--- config.mk ---
export PLATFORM = sky130hd
export DESIGN_NAME = peak_hold_bar_meter_flat
export DESIGN_NICKNAME = d
export VERILOG_FILES = /design/src/rtl/core/phm_pkg.sv /design/src/rtl/core/phm_ifs.sv /design/src/rtl/core/peak_hold_bar_meter.sv /design/src/flat_wrapper.sv
export SDC_FILE = /design/constraint.sdc
export NUM_CORES = 1
export LEC_CHECK = 0
export BUFFER_PORTS_ARGS = -buffer_cell sky130_fd_sc_hd__buf_4
export CAP_MARGIN = 20
export CORE_MARGIN = 4
export CORE_UTILIZATION = 34
export DETAILED_ROUTE_END_ITERATION = 10
export GPL_ROUTABILITY_DRIVEN = 1
export PLACE_DENSITY = 0.61
export SLEW_MARGIN = 20
export SYNTH_ARGS = -nofsm -noshare
export SYNTH_HDL_FRONTEND = slang
export SYNTH_SLANG_ARGS = --single-unit
--- constraint.sdc ---
create_clock -name clk_i -period 10.8 [get_ports clk_i]
set_clock_uncertainty 0.1 [all_clocks]
set_input_delay 2.16 -clock clk_i [delete_from_list [all_inputs] [get_ports clk_i]]
set_output_delay 2.16 -clock clk_i [all_outputs]
set_load 0.02 [all_outputs]
--- src/rtl/core/phm_pkg.sv ---
`timescale 1ns / 1ps
// ----------------------------------------------------------------------------
// phm_pkg: shared definitions of the peak hold bar meter
// Field widths, register indexes and reset values used by the channel
// interfaces and the meter core.
// ----------------------------------------------------------------------------
package phm_pkg;

  localparam int unsigned LevelW   = 6;
  localparam int unsigned TimeW    = 32;
  localparam int unsigned HoldW    = 16;
  localparam int unsigned MaskW    = 43;
  localparam int unsigned CfgIdxW  = 1;
  localparam int unsigned CfgDataW = 16;

  localparam int unsigned MaxLevelDefault = 42;

  localparam logic [HoldW-1:0]  HoldMsReset     = HoldW'(200);
  localparam logic [LevelW-1:0] GreenLimitReset = LevelW'(18);

  typedef enum logic [CfgIdxW-1:0] {
    CFG_HOLD_MS     = 1'b0,
    CFG_GREEN_LIMIT = 1'b1
  } cfg_idx_e;

endpackage

--- src/rtl/core/phm_ifs.sv ---
`timescale 1ns / 1ps
// ----------------------------------------------------------------------------
// phm_ifs: valid/ready channels of the peak hold bar meter
// One channel carries level samples in, the other carries meter words out.
// ----------------------------------------------------------------------------
interface phm_in_if;
  logic                            valid;
  logic                            ready;
  logic [phm_pkg::LevelW-1:0]      level;
  logic [phm_pkg::TimeW-1:0]       now_ms;

  modport source (output valid, output level, output now_ms, input ready);
  modport sink   (input valid, input level, input now_ms, output ready);
endinterface

interface phm_out_if;
  logic                            valid;
  logic                            ready;
  logic [phm_pkg::LevelW-1:0]      shown_level;
  logic [phm_pkg::LevelW-1:0]      peak_level;
  logic [phm_pkg::MaskW-1:0]       lit_mask;
  logic [phm_pkg::MaskW-1:0]       red_mask;
  logic [phm_pkg::MaskW-1:0]       peak_mask;

  modport source (output valid, output shown_level, output peak_level,
                  output lit_mask, output red_mask, output peak_mask, input ready);
  modport sink   (input valid, input shown_level, input peak_level,
                  input lit_mask, input red_mask, input peak_mask, output ready);
endinterface

--- src/rtl/core/peak_hold_bar_meter.sv ---
`timescale 1ns / 1ps
// ----------------------------------------------------------------------------
// peak_hold_bar_meter: bar graph meter with peak hold and decay
// Tracks a bar level, a peak marker and the peak time from a stream of level
// samples and emits the bar, the peak and the segment masks for each sample.
// ----------------------------------------------------------------------------
//
//  channel  | dir | handshake        | word
//  ---------+-----+------------------+-------------------------------------------
//  in_if    | in  | valid/ready      | level, now_ms
//  out_if   | out | valid/ready      | shown_level, peak_level, lit/red/peak mask
//  cfg      | in  | cfg_we_i only    | cfg_idx_i, cfg_data_i (hold_ms, green_limit)
//
//  One word per cycle sustained while the output takes every word; an accepted
//  word passes the input register and then the result register. Stage 1 is
//  the input register, stage 2 updates meter state and loads the result
//  register; the state loop closes within stage 2. A stalled result holds both
//  stages; the input register still takes one more word while the result waits.
//  Reset clears state, registers to their defaults and all valid flags.
//
module peak_hold_bar_meter #(
  parameter int unsigned MAX_LEVEL = phm_pkg::MaxLevelDefault
) (
  input  logic                           clk_i,
  input  logic                           rst_ni,
  input  logic                           cfg_we_i,
  input  logic [phm_pkg::CfgIdxW-1:0]    cfg_idx_i,
  input  logic [phm_pkg::CfgDataW-1:0]   cfg_data_i,
  phm_in_if.sink                         in_if,
  phm_out_if.source                      out_if
);

  localparam int unsigned LW = phm_pkg::LevelW;
  localparam int unsigned TW = phm_pkg::TimeW;
  localparam int unsigned HW = phm_pkg::HoldW;
  localparam int unsigned MW = phm_pkg::MaskW;
  localparam logic [LW-1:0] MaxLvl = LW'(MAX_LEVEL);

  // Configuration registers
  logic [HW-1:0] hold_ms_q;
  logic [LW-1:0] green_limit_q;

  // Stage 1: input register
  logic          s1_valid_q;
  logic [LW-1:0] s1_level_q;
  logic [TW-1:0] s1_now_q;

  // Meter state
  logic [LW-1:0] bar_q, bar_d;
  logic [LW-1:0] peak_q, peak_d;
  logic [TW-1:0] peak_time_q, peak_time_d;

  // Stage 2: result register
  logic          out_valid_q;
  logic [LW-1:0] out_shown_q, out_peak_q;
  logic [MW-1:0] out_lit_q, out_red_q, out_pk_q;
  logic [MW-1:0] lit_d, red_d, pk_d;

  logic          advance;
  logic          in_ready;
  logic          fire;
  logic [TW-1:0] elapsed;
  logic          hold_passed;

  // Advance the pipeline whenever the result slot is free or being taken.
  assign advance  = !out_valid_q || out_if.ready;
  assign in_ready = !s1_valid_q || advance;
  assign fire     = s1_valid_q && advance;

  assign in_if.ready = in_ready;

  // Write configuration; indexes outside the list do not occur in this width.
  always_ff @(posedge clk_i or negedge rst_ni) begin
    if (!rst_ni) begin
      hold_ms_q     <= phm_pkg::HoldMsReset;
      green_limit_q <= phm_pkg::GreenLimitReset;
    end else if (cfg_we_i) begin
      unique case (phm_pkg::cfg_idx_e'(cfg_idx_i))
        phm_pkg::CFG_HOLD_MS:     hold_ms_q     <= cfg_data_i[HW-1:0];
        phm_pkg::CFG_GREEN_LIMIT: green_limit_q <= cfg_data_i[LW-1:0];
        default: ;
      endcase
    end
  end

  // Stage 1: capture a word whenever the input register is free to take one.
  always_ff @(posedge clk_i or negedge rst_ni) begin
    if (!rst_ni) begin
      s1_valid_q <= 1'b0;
    end else if (in_ready) begin
      s1_valid_q <= in_if.valid;
    end
  end

  always_ff @(posedge clk_i) begin
    if (in_ready && in_if.valid) begin
      s1_level_q <= in_if.level;
      s1_now_q   <= in_if.now_ms;
    end
  end

  // Hold has passed when the wrapped difference is non-negative and above hold_ms.
  assign elapsed     = s1_now_q - peak_time_q;
  assign hold_passed = !elapsed[TW-1] &&
                       (elapsed[TW-2:0] > {{(TW-1-HW){1'b0}}, hold_ms_q});

  // Stage 2: meter update.
  always_comb begin
    bar_d       = bar_q;
    peak_d      = peak_q;
    peak_time_d = peak_time_q;
    if (s1_level_q > bar_q) begin
      // Rise: jump bar and peak, stamp the peak time; clamp only the bar.
      bar_d       = (s1_level_q > MaxLvl) ? MaxLvl : s1_level_q;
      peak_d      = s1_level_q;
      peak_time_d = s1_now_q;
    end else if (s1_level_q < bar_q) begin
      // Fall: drop the bar one step, drop the peak one step after the hold.
      bar_d = bar_q - LW'(1);
      if (hold_passed) begin
        if (peak_q != '0) begin
          peak_d = peak_q - LW'(1);
        end
        peak_time_d = s1_now_q;
      end
    end else if ((peak_q > bar_q) && hold_passed) begin
      // Unchanged: decay a floating peak by two, restamp only if it was above one.
      if (peak_q > LW'(1)) begin
        peak_d      = peak_q - LW'(2);
        peak_time_d = s1_now_q;
      end else begin
        peak_d = '0;
      end
    end
  end

  // Segment masks from the updated state.
  always_comb begin
    for (int unsigned i = 0; i < MW; i++) begin
      lit_d[i] = LW'(i) < bar_d;
      red_d[i] = lit_d[i] && (LW'(i) > green_limit_q);
      pk_d[i]  = (peak_d == LW'(i)) && (peak_d <= MaxLvl);
    end
  end

  always_ff @(posedge clk_i or negedge rst_ni) begin
    if (!rst_ni) begin
      bar_q       <= '0;
      peak_q      <= '0;
      peak_time_q <= '0;
      out_valid_q <= 1'b0;
    end else begin
      if (fire) begin
        bar_q       <= bar_d;
        peak_q      <= peak_d;
        peak_time_q <= peak_time_d;
      end
      if (advance) begin
        out_valid_q <= s1_valid_q;
      end
    end
  end

  always_ff @(posedge clk_i) begin
    if (fire) begin
      out_shown_q <= bar_d;
      out_peak_q  <= peak_d;
      out_lit_q   <= lit_d;
      out_red_q   <= red_d;
      out_pk_q    <= pk_d;
    end
  end

  assign out_if.valid       = out_valid_q;
  assign out_if.shown_level = out_shown_q;
  assign out_if.peak_level  = out_peak_q;
  assign out_if.lit_mask    = out_lit_q;
  assign out_if.red_mask    = out_red_q;
  assign out_if.peak_mask   = out_pk_q;

`ifndef SYNTHESIS
  // The bar never climbs past full scale.
  a_bar_clamped: assert property (@(posedge clk_i) disable iff (!rst_ni)
    bar_q <= MaxLvl)
    else $error("bar level above full scale");

  // At most one peak segment is lit in any result.
  a_peak_onehot: assert property (@(posedge clk_i) disable iff (!rst_ni)
    out_valid_q |-> $onehot0(out_pk_q))
    else $error("peak mask not one-hot");

  // Red segments are always a subset of lit segments.
  a_red_in_lit: assert property (@(posedge clk_i) disable iff (!rst_ni)
    out_valid_q |-> ((out_red_q & ~out_lit_q) == '0))
    else $error("red segment outside the bar");

  // The lit mask agrees with the reported bar length.
  a_lit_count: assert property (@(posedge clk_i) disable iff (!rst_ni)
    out_valid_q |-> ($countones(out_lit_q) == int'(out_shown_q)))
    else $error("lit mask does not match shown level");

  // State moves only when a word passes through stage 2.
  a_state_hold: assert property (@(posedge clk_i) disable iff (!rst_ni)
    !fire |=> ($stable(bar_q) && $stable(peak_q) && $stable(peak_time_q)))
    else $error("meter state changed without a word");
`endif

endmodule

--- src/flat_wrapper.sv ---
// flat-port wrapper written by rule: the top's interface ports become plain ports
module peak_hold_bar_meter_flat 
#(
  parameter int unsigned MAX_LEVEL = phm_pkg::MaxLevelDefault
)
  (clk_i, rst_ni, cfg_we_i, cfg_idx_i, cfg_data_i, in_if_valid, in_if_level, in_if_now_ms, in_if_ready, out_if_valid, out_if_shown_level, out_if_peak_level, out_if_lit_mask, out_if_red_mask, out_if_peak_mask, out_if_ready);
  phm_in_if in_if_i ();
  phm_out_if out_if_i ();
  input  logic clk_i;
  input  logic rst_ni;
  input  logic cfg_we_i;
  input  logic [phm_pkg::CfgIdxW-1:0] cfg_idx_i;
  input  logic [phm_pkg::CfgDataW-1:0] cfg_data_i;
  input wire logic [$bits(in_if_i.valid)-1:0] in_if_valid;
  input wire logic [$bits(in_if_i.level)-1:0] in_if_level;
  input wire logic [$bits(in_if_i.now_ms)-1:0] in_if_now_ms;
  output wire logic [$bits(in_if_i.ready)-1:0] in_if_ready;
  output wire logic [$bits(out_if_i.valid)-1:0] out_if_valid;
  output wire logic [$bits(out_if_i.shown_level)-1:0] out_if_shown_level;
  output wire logic [$bits(out_if_i.peak_level)-1:0] out_if_peak_level;
  output wire logic [$bits(out_if_i.lit_mask)-1:0] out_if_lit_mask;
  output wire logic [$bits(out_if_i.red_mask)-1:0] out_if_red_mask;
  output wire logic [$bits(out_if_i.peak_mask)-1:0] out_if_peak_mask;
  input wire logic [$bits(out_if_i.ready)-1:0] out_if_ready;
  assign in_if_i.valid = in_if_valid;
  assign in_if_i.level = in_if_level;
  assign in_if_i.now_ms = in_if_now_ms;
  assign in_if_ready = in_if_i.ready;
  assign out_if_valid = out_if_i.valid;
  assign out_if_shown_level = out_if_i.shown_level;
  assign out_if_peak_level = out_if_i.peak_level;
  assign out_if_lit_mask = out_if_i.lit_mask;
  assign out_if_red_mask = out_if_i.red_mask;
  assign out_if_peak_mask = out_if_i.peak_mask;
  assign out_if_i.ready = out_if_ready;
  peak_hold_bar_meter #(.MAX_LEVEL(MAX_LEVEL)) u_core (.clk_i(clk_i), .rst_ni(rst_ni), .cfg_we_i(cfg_we_i), .cfg_idx_i(cfg_idx_i), .cfg_data_i(cfg_data_i), .in_if(in_if_i), .out_if(out_if_i));
endmodule
# Word level (Yosys, flattened, before mapping)
# Index checks and enable logic that the tools add are counted.
dict set report op_classes {
  n_addsub 4
  order_cmp 93
  n_eq_ne 43
  mux 14
  n_bitwise 1
  n_reduce_logical 102
}
# operator n
set ops {}
lappend ops {{$mux 32} 5}
lappend ops {{$eq 6x5->1 const B} 16}
lappend ops {{$gt 5x6->1 const A} 16}
lappend ops {{$lt 5x6->1 const A} 16}
lappend ops {{$logic_and 1x1->1} 90}
lappend ops {{$eq 6x6->1 const B} 11}
lappend ops {{$gt 6x6->1 const A} 11}
lappend ops {{$lt 6x6->1 const A} 11}
lappend ops {{$mux 6} 9}
lappend ops {{$eq 6x4->1 const B} 8}
lappend ops {{$gt 4x6->1 const A} 8}
lappend ops {{$lt 4x6->1 const A} 8}
lappend ops {{$sub 32x32->32} 1}
lappend ops {{$gt 31x16->1} 1}
lappend ops {{$eq 6x3->1 const B} 4}
lappend ops {{$gt 3x6->1 const A} 4}
lappend ops {{$lt 3x6->1 const A} 4}
lappend ops {{$eq 6x2->1 const B} 2}
lappend ops {{$gt 1x6->1 const A} 2}
lappend ops {{$gt 2x6->1 const A} 2}
lappend ops {{$gt 6x6->1} 2}
lappend ops {{$lt 1x6->1 const A} 2}
lappend ops {{$lt 2x6->1 const A} 2}
lappend ops {{$sub 6x1->6 const B} 2}
lappend ops {{other kinds (15)} 20}
dict set report totals {
  regBits 247
  in_bits 60
  out_inout_bits 143
  wordCells 271
}

# Logic depth before layout (Yosys ltp)
# Gate-level depths: netlist of run 1.
dict set report logic_depth {
  depth_word 9
  mapped_depth 25
  depth_no_buf 22
}

# Worst setup path after synthesis of run 1
# OpenSTA, ideal clock, no wires.
dict set report synth_path {
  kind {input to register}
  startpoint {in out_if_ready}
  endpoint {reg u_core.peak_time_q[10]}
  setup_ns 0.125
  arrival_time_ns 6.168
  t_required_ns 10.575
  setup_slack_ns 4.407
  cell_stages 6
  n_path_buf 1
  cell_sequence {nand2b_1 -> nand2_1 -> inv_1 -> o21ai_2 -> buf_2 -> mux2_2}
}
dict set report synth_between {
  elab_chain_cells 3
}
# item line_no
set synth_rtl {}
lappend synth_rtl {{start: declaration} flat_wrapper.sv:24} ;# input wire logic [$bits(out_if_i.ready)-1:0] out_if_ready;
lappend synth_rtl {{$logic_or 1x1->1} peak_hold_bar_meter.sv:66} ;# assign advance = !out_valid_q || out_if.ready;
lappend synth_rtl {{$logic_and 1x1->1} peak_hold_bar_meter.sv:68} ;# assign fire = s1_valid_q && advance;
lappend synth_rtl {{via u_core.fire} peak_hold_bar_meter.sv:61} ;# logic fire;
lappend synth_rtl {{$reduce_and 4->1 (no line)} -}
lappend synth_rtl {{end signal: assignment} peak_hold_bar_meter.sv:156} ;# peak_time_q <= peak_time_d;
lappend synth_rtl {{end: declaration} peak_hold_bar_meter.sv:51} ;# logic [TW-1:0] peak_time_q, peak_time_d;
# The timed path passes the listed nets, and every way through them passes these cells.
# A chain may end at the register's enable or synchronous reset.

# Worst setup path after layout of run 1
dict set report layout_path {
  startpoint {reg u_core.s1_now_q[0]}
  endpoint {reg u_core.out_pk_q[31] (netlist: u_core.out_if.peak_mask[31]), data pin}
}
dict set report layout_between {
  elab_chain_cells 9
  elab_cells_between_ends 12
  cone_classes {add/sub: 1; order compare: 2; eq/ne: 1; mux: 4; reduce/logical: 4}
}
# item line_no
set layout_rtl {}
lappend layout_rtl {{start: declaration} peak_hold_bar_meter.sv:46} ;# logic [TW-1:0] s1_now_q;
lappend layout_rtl {{start signal: assignment} peak_hold_bar_meter.sv:98} ;# s1_now_q <= in_if.now_ms;
lappend layout_rtl {{$sub 32x32->32 (*)} peak_hold_bar_meter.sv:103} ;# assign elapsed = s1_now_q - peak_time_q;
lappend layout_rtl {{$gt 31x16->1 / $logic_not 1->1 (equally long branches)} {peak_hold_bar_meter.sv:105, peak_hold_bar_meter.sv:104}}
lappend layout_rtl {{$logic_and 1x1->1 (*)} peak_hold_bar_meter.sv:104} ;# assign hold_passed = !elapsed[TW-1] &&
lappend layout_rtl {{$logic_and 1x1->1} peak_hold_bar_meter.sv:126} ;# end else if ((peak_q > bar_q) && hold_passed) begin
lappend layout_rtl {{$mux 6} peak_hold_bar_meter.sv:126}
lappend layout_rtl {{$mux 6 (*)} peak_hold_bar_meter.sv:117} ;# end else if (s1_level_q < bar_q) begin
lappend layout_rtl {{$mux 6 (*)} peak_hold_bar_meter.sv:112} ;# if (s1_level_q > bar_q) begin
lappend layout_rtl {{via u_core.peak_d[0]} peak_hold_bar_meter.sv:50} ;# logic [LW-1:0] peak_q, peak_d;
lappend layout_rtl {{$le 6x6->1 / $eq 6x5->1 (equally long branches)} peak_hold_bar_meter.sv:142} ;# pk_d[i] = (peak_d == LW'(i)) && (peak_d <= MaxLvl);
lappend layout_rtl {{$logic_and 1x1->1 (*)} peak_hold_bar_meter.sv:142}
lappend layout_rtl {{via u_core.pk_d[31]} peak_hold_bar_meter.sv:57} ;# logic [MW-1:0] lit_d, red_d, pk_d;
lappend layout_rtl {{end signal: assignment} peak_hold_bar_meter.sv:170} ;# out_pk_q <= pk_d;
lappend layout_rtl {{end: declaration} peak_hold_bar_meter.sv:56} ;# logic [MW-1:0] out_lit_q, out_red_q, out_pk_q;
# The timed path passes the listed nets; every way through them passes the cells marked *.

==> results of run 1 <==
## through the flow
stage / area (um2) / total power [mW] / setup WS, ns / hold slack, ns
after floorplan: 12800 / 3.30 / 4.41 / 0.350
after global placement: 14800 / 4.00 / 4.76 / 0.366
after detailed placement: 14800 / 4.04 / 4.56 / 0.375
after CTS: 15700 / 4.95 / 4.52 / 0.389
after global routing: 15700 / 5.28 / 4.06 / 0.406
final: 15700 / 4.91 / 4.51 / 0.388
## worst min-delay path, delay by kind of cell, from the launching register on
| kind | cells | cell delay [ns] |
|---|---|---|
| AND/OR/NAND/NOR | 1 | 0.05 |
| flip-flops | 1 | 0.35 |
| AO/OA/AOI/OAI | 1 | 0.06 |
## sequential cells by signal, summed over array words and instances (netlist names)
signal and cells:
u_core.out_if.peak_level 6, u_core.bar_q 6, u_core.out_if.shown_level 5, u_core.out_if.red_mask 43, u_core.hold_ms_q 16, u_core.out_if.lit_mask 43, u_core.s1_valid_q 1, u_core.s1_level_q 6
u_core.s1_now_q 32, u_core.green_limit_q 6, u_core.out_if.peak_mask 43, u_core.peak_q 6, u_core.out_if.valid 1, u_core.peak_time_q 32
## routing by layer
metal	vias to the layer above	GRT usage, %	part of all wire [%]	routed length (um)
met5	-	0	0	0
met4	0	4.17	2.0	666
met3	43	2.39	5.0	1670
met2	260	26.6	49	16100
met1	4533	20.9	44	14500
li1	4569	-	-	-
## how the worst max path moves through the flow
stage,startpoint,endpoint,slack [ns]
after global placement,u_core.s1_now_q[0]$_DFFE_PP_,u_core.out_if.peak_mask[29]$_DFFE_PP_,4.76
after floorplan,out_if_ready,u_core.peak_time_q[10]$_DFFE_PN0P_,4.41
after CTS,u_core.s1_now_q[0]$_DFFE_PP_,u_core.out_if.peak_mask[31]$_DFFE_PP_,4.52
after global routing,u_core.s1_now_q[0]$_DFFE_PP_,u_core.out_if.peak_mask[31]$_DFFE_PP_,4.06
final,u_core.s1_now_q[0]$_DFFE_PP_,u_core.out_if.peak_mask[31]$_DFFE_PP_,4.51
after detailed placement,u_core.s1_now_q[0]$_DFFE_PP_,u_core.out_if.peak_mask[31]$_DFFE_PP_,4.56
## cell families (layout without fill, tap and decap cells)
| logic type | Yosys count | in the layout |
|---|---|---|
| muxes | 44 | 44 |
| AOI/OAI and AO/OA | 267 | 267 |
| and+or+nand+nor | 348 | 348 |
| xor gates and xnor gates | 26 | 26 |
| other | 1 | 1 |
| DFF | 246 | 246 |
| buffers and inverters | 139 | 353 |
| adders and majority gates | 66 | 66 |
## layout by cell type (no fill, tap or decap), drive strengths merged, types with 13 or more instances in the layout
cell and n:
buf 210, edfxtp 178, nand2 109, inv 90, a21oi 82, o21ai 76, nor2 66, ha 65
dfrtp 63, mux2 41, nor3 35, clkbuf 33, nand4 25, xnor2 17, and2 15, clkinv 15
and3 14, nor4 14, nand3 13, nand2b 13
## where the power goes
part | switching [mW] | internal [mW] | total [mW]
Sequential | 0.145 | 1.36 | 1.51
Combinational | 1.60 | 0.918 | 2.51
Clock | 0.387 | 0.505 | 0.892
## area by class of cell
cell class / instances / area (um2)
Clock buffer: 33 / 719
Clock inverter: 19 / 153
Fill cell: 3553 / 21200
Inverter: 91 / 344
Multi-Input combinational cell: 752 / 5180
Sequential cell: 246 / 7050
Tap cell: 504 / 631
Timing Repair Buffer: 210 / 1580
==> parameters.txt, run 1 <==
Parameter                              Value

Status
  Result of the run    finished clean

Floorplanning
  Horiz. Die Dim    202 um
  Area of the die    40900 um2
  Die Span Y    202 um
  Core area    36900 um2
  Ports placed on the boundary    203
  Row count    70
  Starting density of the core    34.8%

Synth
  Library cells used by synthesis    87
  Multiplexer share of the synthesized area    3.84%
  Post-synth top cells    sky130_fd_sc_hd__edfxtp_1 (178), sky130_fd_sc_hd__nand2_1 (107), sky130_fd_sc_hd__inv_1 (86)
  Syn Std Cell Area    12800 um2
  Synth async-reset ratio    27.6%
  Post-synth net total    1263
  Main area contributors after synthesis    sky130_fd_sc_hd__edfxtp_1 (42%), sky130_fd_sc_hd__dfrtp_1 (12%), sky130_fd_sc_hd__ha_1 (6.3%)
  Fraction of the mapped netlist area in adder cells    6.50%
  Dominant combinational cell family by area after synthesis    compound AO/OA/AOI/OAI gates
  Portion of synthesized cell area occupied by the leading cell type    41.7%
  Top cell type by total area after synthesis    sky130_fd_sc_hd__edfxtp_1
  Sequential share of the synthesized area    55.0%
  Most used DFF post-synth    sky130_fd_sc_hd__edfxtp_1
  Number of flip-flops and latches in the synthesized netlist    246
  EDFF count, synth    178
  Cell with the most instances after synthesis    sky130_fd_sc_hd__edfxtp_1
  Number of cells produced by synthesis    1137
  XOR/XNOR Fraction of Synth Area    1.78%
  Mapped Avg Cell Area    11.3 um2
  Simple-gate share of the synthesized area    14.1%
  Complex-gate fraction of the synthesized area    14.2%
  Warning count from the yosys run    0

Layout
  Non-filler instance count after layout    1855
  Share of cells above drive strength 1    24.8%
  Nets    1455
  Antenna Cells    0
  Area added between synthesis and finish    22.2%
  Utilization after layout    42.5%

Timing
  Worst-margin pin slew    0.987 ns
  Share of the cycle needed by the critical path after routing    58.2%
  Setup total negative slack    0 ns
  Final hold vios    0
  Worst slew margin    34.2%
  Highest Clock Rate    159 MHz
  Endpoints failing setup    0
  Number of max-slew violations in the final report    0
  Unrepaired setup endpoints after global routing    false
  Final critical delay including setup and external delays    6.29 ns

Global route
  Via count of the first global-routing pass    9297
  Maximum number of pins on one net before global-route repair    79
  Leftover overflow at the end of global routing    0
  Initial antenna violation count    0
  First-pass GRT wire length    52200 um
  Total global-route track usage    15.6%

Critical path
  Family with the most delay on the worst path    compound AO/OA/AOI/OAI gates
  Register-to-register setup slack    4.51 ns
  Sequence of cells on the critical path    inv_1 -> ha_1 -> fa_1 -> nand2b_1 -> a21oi_4 -> nor2_1 -> o41ai_1 -> xor2_1 -> ha_1 -> and4_1 -> nand3_1 -> o32ai_1 -> o22ai_1 -> nand4b_1 -> nor4_1 -> a41oi_2 -> buf_4 -> and2_1 -> o221ai_1 -> inv_1 -> nand2b_1 -> nor3_1
  FF-to-FF path depth    22
  Crit end category    register
  CP arrival    6.47 ns
  Critical path launch point type    register
  Critical path start-end classification    reg2reg
  Total number of cells along the worst setup path    22
  Highest-delay cell along the critical path    sky130_fd_sc_hd__o221ai_1
  Required time of the critical path    10.98 ns
  Critical-path maximum fanout    21
  Number of buffers and inverters on the critical path    3
  Slowest cell delay on critical path    0.78 ns
  FF-to-FF Start    u_core.s1_now_q[0]$_DFFE_PP_
  Worst reg2reg path endpoint    u_core.out_if.peak_mask[31]$_DFFE_PP_

Place
  RePlAce Congestion    0.862
  Cell count after placement    1803
  IO Port Bufs    202
  Half-perimeter wire length of the detailed placement result    24100 um

Clock network
  Post-CTS Setup Bufs    0
  Number of clock sinks    246
  CTS max path bufs    3
  Library cell used as clock root buffer    sky130_fd_sc_hd__clkbuf_16
  Clk Latency, worst-skew pair    0.56 ns
  Total of cells resized after clock tree synthesis    0
  CTS tree    done
  Hold-fix buffers, CTS    0
  H-Tree Level Count    1
  Number of buffers created by CTS    28
  Clock-pin slew on the worst setup and hold paths    0.06 ns

Routing
  TritonRoute pass-1 iters    5
  Via density per instance    5.07
  DRT antenna net count    0
  Total detailed-routing wirelength    33000 um
  Routed len/inst    17.8 um
  Number of design-rule violations left by the first detailed-router iteration    637
  DRC violations left    0
  Total via count in the routed design    9405

Run
  Number of max-cap violations    0

Hold path
  Hold Path Class    reg2reg
  Min-delay src    u_core.bar_q[4]$_DFFE_PN0P_
  Worst hold path depth    2
  Sink of the worst hold path    u_core.bar_q[4]$_DFFE_PN0P_

Power and ir drop
  Leakage    6.36 nW
  PD cells    314 nW/um2
  IR Drop Worst-Case VDD    0.000134 V
Note: power is estimated with default switching activity, not from simulation.
==> run 2: changes to the inputs <==
- clock period: 10.8 -> 5.95 ns (I/O delays scaled with it)
==> run 2 against run 1 <==
Design area up 2.2%. Clock power up 100%. Worst hold slack about the same. Cell count up 0.75%. Combinational power up 94%. Count of clock-buffer cells in the layout up 3. Maximum frequency up 13%. Wire length up 3.7%. Via count up 1.3%. Setup slack worse by 4.1 ns. Sequential share of layout area down 0.95 points. Sequential power up 81%. Largest cell class unchanged.
==> parameters.txt, run 2 (synthesis gave the netlist of run 1 again) <==
Parameter                              Value

Power and ir drop
  Leakage    6.50 nW (+2.2%)
  IR Drop Worst-Case VDD    0.000247 V (+84%)
  Clk network pwr share    19.2% (+1.0 points)
  Fraction of power consumed by combinational cells    51.7% (+0.5 points)
  PD cells    588 nW/um2 (+87%)
  Net Switching    4.02 mW (+89%)
  Cell-internal power    5.39 mW (+94%)
  Relative contribution of sequential cells to total power    29.1% (-1.6 points)
  Switch share    42.7% (-0.61 points)
  Power consumption    9.41 mW (+92%)

Place
  RePlAce Congestion    0.857 (-0.60%)
  Placement-stage worst setup slack    0.0827 ns (-4.48 ns)
  Placement Cell Area    14800 um2 (+0.39%)
  Half-perimeter wire length of the detailed placement result    24700 um (+2.6%)
  IO Port Bufs    202 (unchanged)
  Cell count after placement    1809 (+0.33%)

Global route
  First-pass GRT wire length    53300 um (+2.0%)
  Layer carrying the most global-route usage    met2
  Initial antenna violation count    0 (unchanged)
  Leftover overflow at the end of global routing    0 (unchanged)
  Maximum number of pins on one net before global-route repair    73 (-7.6%)
  Via count of the first global-routing pass    9436 (+1.5%)
  Total global-route track usage    15.9% (+0.30 points)
  GR Util met1    21.1% (+0.20 points)
  Fraction of met3 tracks used by global routing    2.58% (+0.19 points)
  GRT met2 Usage    27.2% (+0.66 points)

Clock network
  Clock-pin slew on the worst setup and hold paths    0.06 ns (about the same)
  Library cell used as clock root buffer    sky130_fd_sc_hd__clkbuf_16
  CTS max path bufs    3 (unchanged)
  H-Tree Level Count    1 (unchanged)
  Clk Latency, worst-skew pair    0.55 ns (about the same)
  Number of buffers created by CTS    28 (unchanged)
  Number of clock sinks    246 (unchanged)
  CTS tree    done

Floorplanning
  Ports placed on the boundary    203 (unchanged)
  Horiz. Die Dim    202 um (unchanged)
  Die Span Y    202 um (unchanged)
  Core area    36900 um2 (unchanged)
  Starting density of the core    34.8% (unchanged)
  Row count    70 (unchanged)
  Area of the die    40900 um2 (unchanged)

Routing
  Total detailed-routing wirelength    34200 um (+3.7%)
  TritonRoute pass-1 iters    6 (+1)
  Number of design-rule violations left by the first detailed-router iteration    644 (+1.1%)
  DRT antenna net count    0 (unchanged)
  Via density per instance    5.10 (+0.57%)
  Routed len/inst    18.3 um (+3.0%)
  DRC violations left    0 (unchanged)
  Total via count in the routed design    9530 (+1.3%)

Timing
  Final hold vios    0 (unchanged)
  Number of max-slew violations in the final report    0 (unchanged)
  Share of the cycle needed by the critical path after routing    93.4% (+35 points)
  Worst-margin pin slew    0.972 ns (-0.0146 ns)
  Setup total negative slack    0 ns (unchanged)
  Worst setup slack after layout    0.394 ns (-4.12 ns)
  Hold_ws    0.388 ns (-0.000295 ns)
  Worst slew margin    35.2% (+0.97 points)
  Endpoints failing setup    0 (unchanged)
  Highest Clock Rate    180 MHz (+13%)
  Final critical delay including setup and external delays    5.56 ns (-0.735 ns)

Critical path
  Critical-path maximum fanout    8 (-62%)
  Register-to-register setup slack    0.39 ns (-4.12 ns)
  Crit end category    register
  Critical path launch point type    register
  Critical path start-end classification    reg2reg
  CP arrival    5.80 ns (-0.67 ns)
  Required time of the critical path    6.20 ns (-4.78 ns)

Hold path
  Hold Path Class    reg2reg

Layout
  Utilization after layout    43.4% (+0.92 points)
  Most common cell after layout, fill and taps aside    sky130_fd_sc_hd__buf_4
  Non-filler instance count after layout    1869 (+0.75%)
  Cell area after layout    16000 um2 (+2.2%)
  Share of cells above drive strength 1    26.4% (+1.7 points)
  Area added between synthesis and finish    24.8%
  Nets    1469 (+0.96%)
  Commonest non-fill, non-tap cells in the layout    sky130_fd_sc_hd__buf_4 (222), sky130_fd_sc_hd__edfxtp_1 (178), sky130_fd_sc_hd__nand2_1 (107)
  Antenna Cells    0 (unchanged)

Run
  Number of max-cap violations    0 (unchanged)

Status
  Result of the run    finished clean
==> run 2: power groups by stage <==
stage / clock [mW] / sequential, mW / combinational (mW)
after floorplan: 0 / 2.99 / 2.99
after global placement: 0 / 2.77 / 4.58
after detailed placement: 0 / 2.78 / 4.63
after CTS: 1.87 / 2.75 / 4.65
after global routing: 1.94 / 2.79 / 5.35
final: 1.80 / 2.74 / 4.87
==> run 2: worst paths after layout <==
path                                              startpoint                              endpoint  cells past startpoint
min in group asynchronous                             rst_ni    u_core.peak_time_q[20]$_DFFE_PN0P_                      1
min reg2reg                      u_core.bar_q[4]$_DFFE_PN0P_           u_core.bar_q[4]$_DFFE_PN0P_                      2
max                        u_core.peak_time_q[0]$_DFFE_PN0P_  u_core.out_if.peak_mask[1]$_DFFE_PP_                     20
max in group asynchronous                             rst_ni      u_core.hold_ms_q[11]$_DFFE_PN0P_                      1
max reg2reg                u_core.peak_time_q[0]$_DFFE_PN0P_  u_core.out_if.peak_mask[1]$_DFFE_PP_                     20
min                              u_core.bar_q[4]$_DFFE_PN0P_           u_core.bar_q[4]$_DFFE_PN0P_                      2
==> run 2: critical path, cell delays in order, from the launching register on <==
cell                        delay [ns]
sky130_fd_sc_hd__dfrtp_1          0.38
sky130_fd_sc_hd__ha_1             0.22
sky130_fd_sc_hd__fa_1             0.40
sky130_fd_sc_hd__nand2b_1         0.22
sky130_fd_sc_hd__a21oi_4          0.19
sky130_fd_sc_hd__nor2_1           0.10
sky130_fd_sc_hd__o41ai_2          0.37
sky130_fd_sc_hd__xor2_1           0.11
sky130_fd_sc_hd__ha_1             0.30
sky130_fd_sc_hd__and4_1           0.24
sky130_fd_sc_hd__nand3_1          0.09
sky130_fd_sc_hd__o32ai_1          0.29
sky130_fd_sc_hd__o22ai_1          0.15
sky130_fd_sc_hd__nand4b_1         0.24
sky130_fd_sc_hd__nor4_4           0.33
sky130_fd_sc_hd__a41oi_4          0.21
sky130_fd_sc_hd__and2_4           0.26
sky130_fd_sc_hd__a2111oi_4        0.44
sky130_fd_sc_hd__buf_4            0.24
sky130_fd_sc_hd__nand4_4          0.18
sky130_fd_sc_hd__nor4_1           0.25
==> run 2: what timing repair did <==
item,4_1_cts,5_1_grt
resized for setup,0,22
setup endpoints to repair,0,47
hold buffers,0,0
buffers inserted,0,7
==> run 2: area by class of cell <==
| cell class | count | area (um2) |
|---|---|---|
| Fill cell | 3485 | 20900 |
| Clock inverter | 16 | 226 |
| Inverter | 91 | 347 |
| Tap cell | 504 | 631 |
| Sequential cell | 246 | 7050 |
| Clock buffer | 36 | 751 |
| Multi-Input combinational cell | 753 | 5310 |
| Timing Repair Buffer | 223 | 1690 |
==> run 2: routing by layer <==
| metal | vias to the layer above | routed length, um | share of wire, % |
|---|---|---|---|
| li1 | 4591 | - | - |
| met1 | 4616 | 15100 | 44 |
| met2 | 276 | 16700 | 49 |
| met3 | 47 | 1790 | 5.2 |
| met4 | 0 | 700 | 2.0 |
| met5 | - | 0 | 0 |
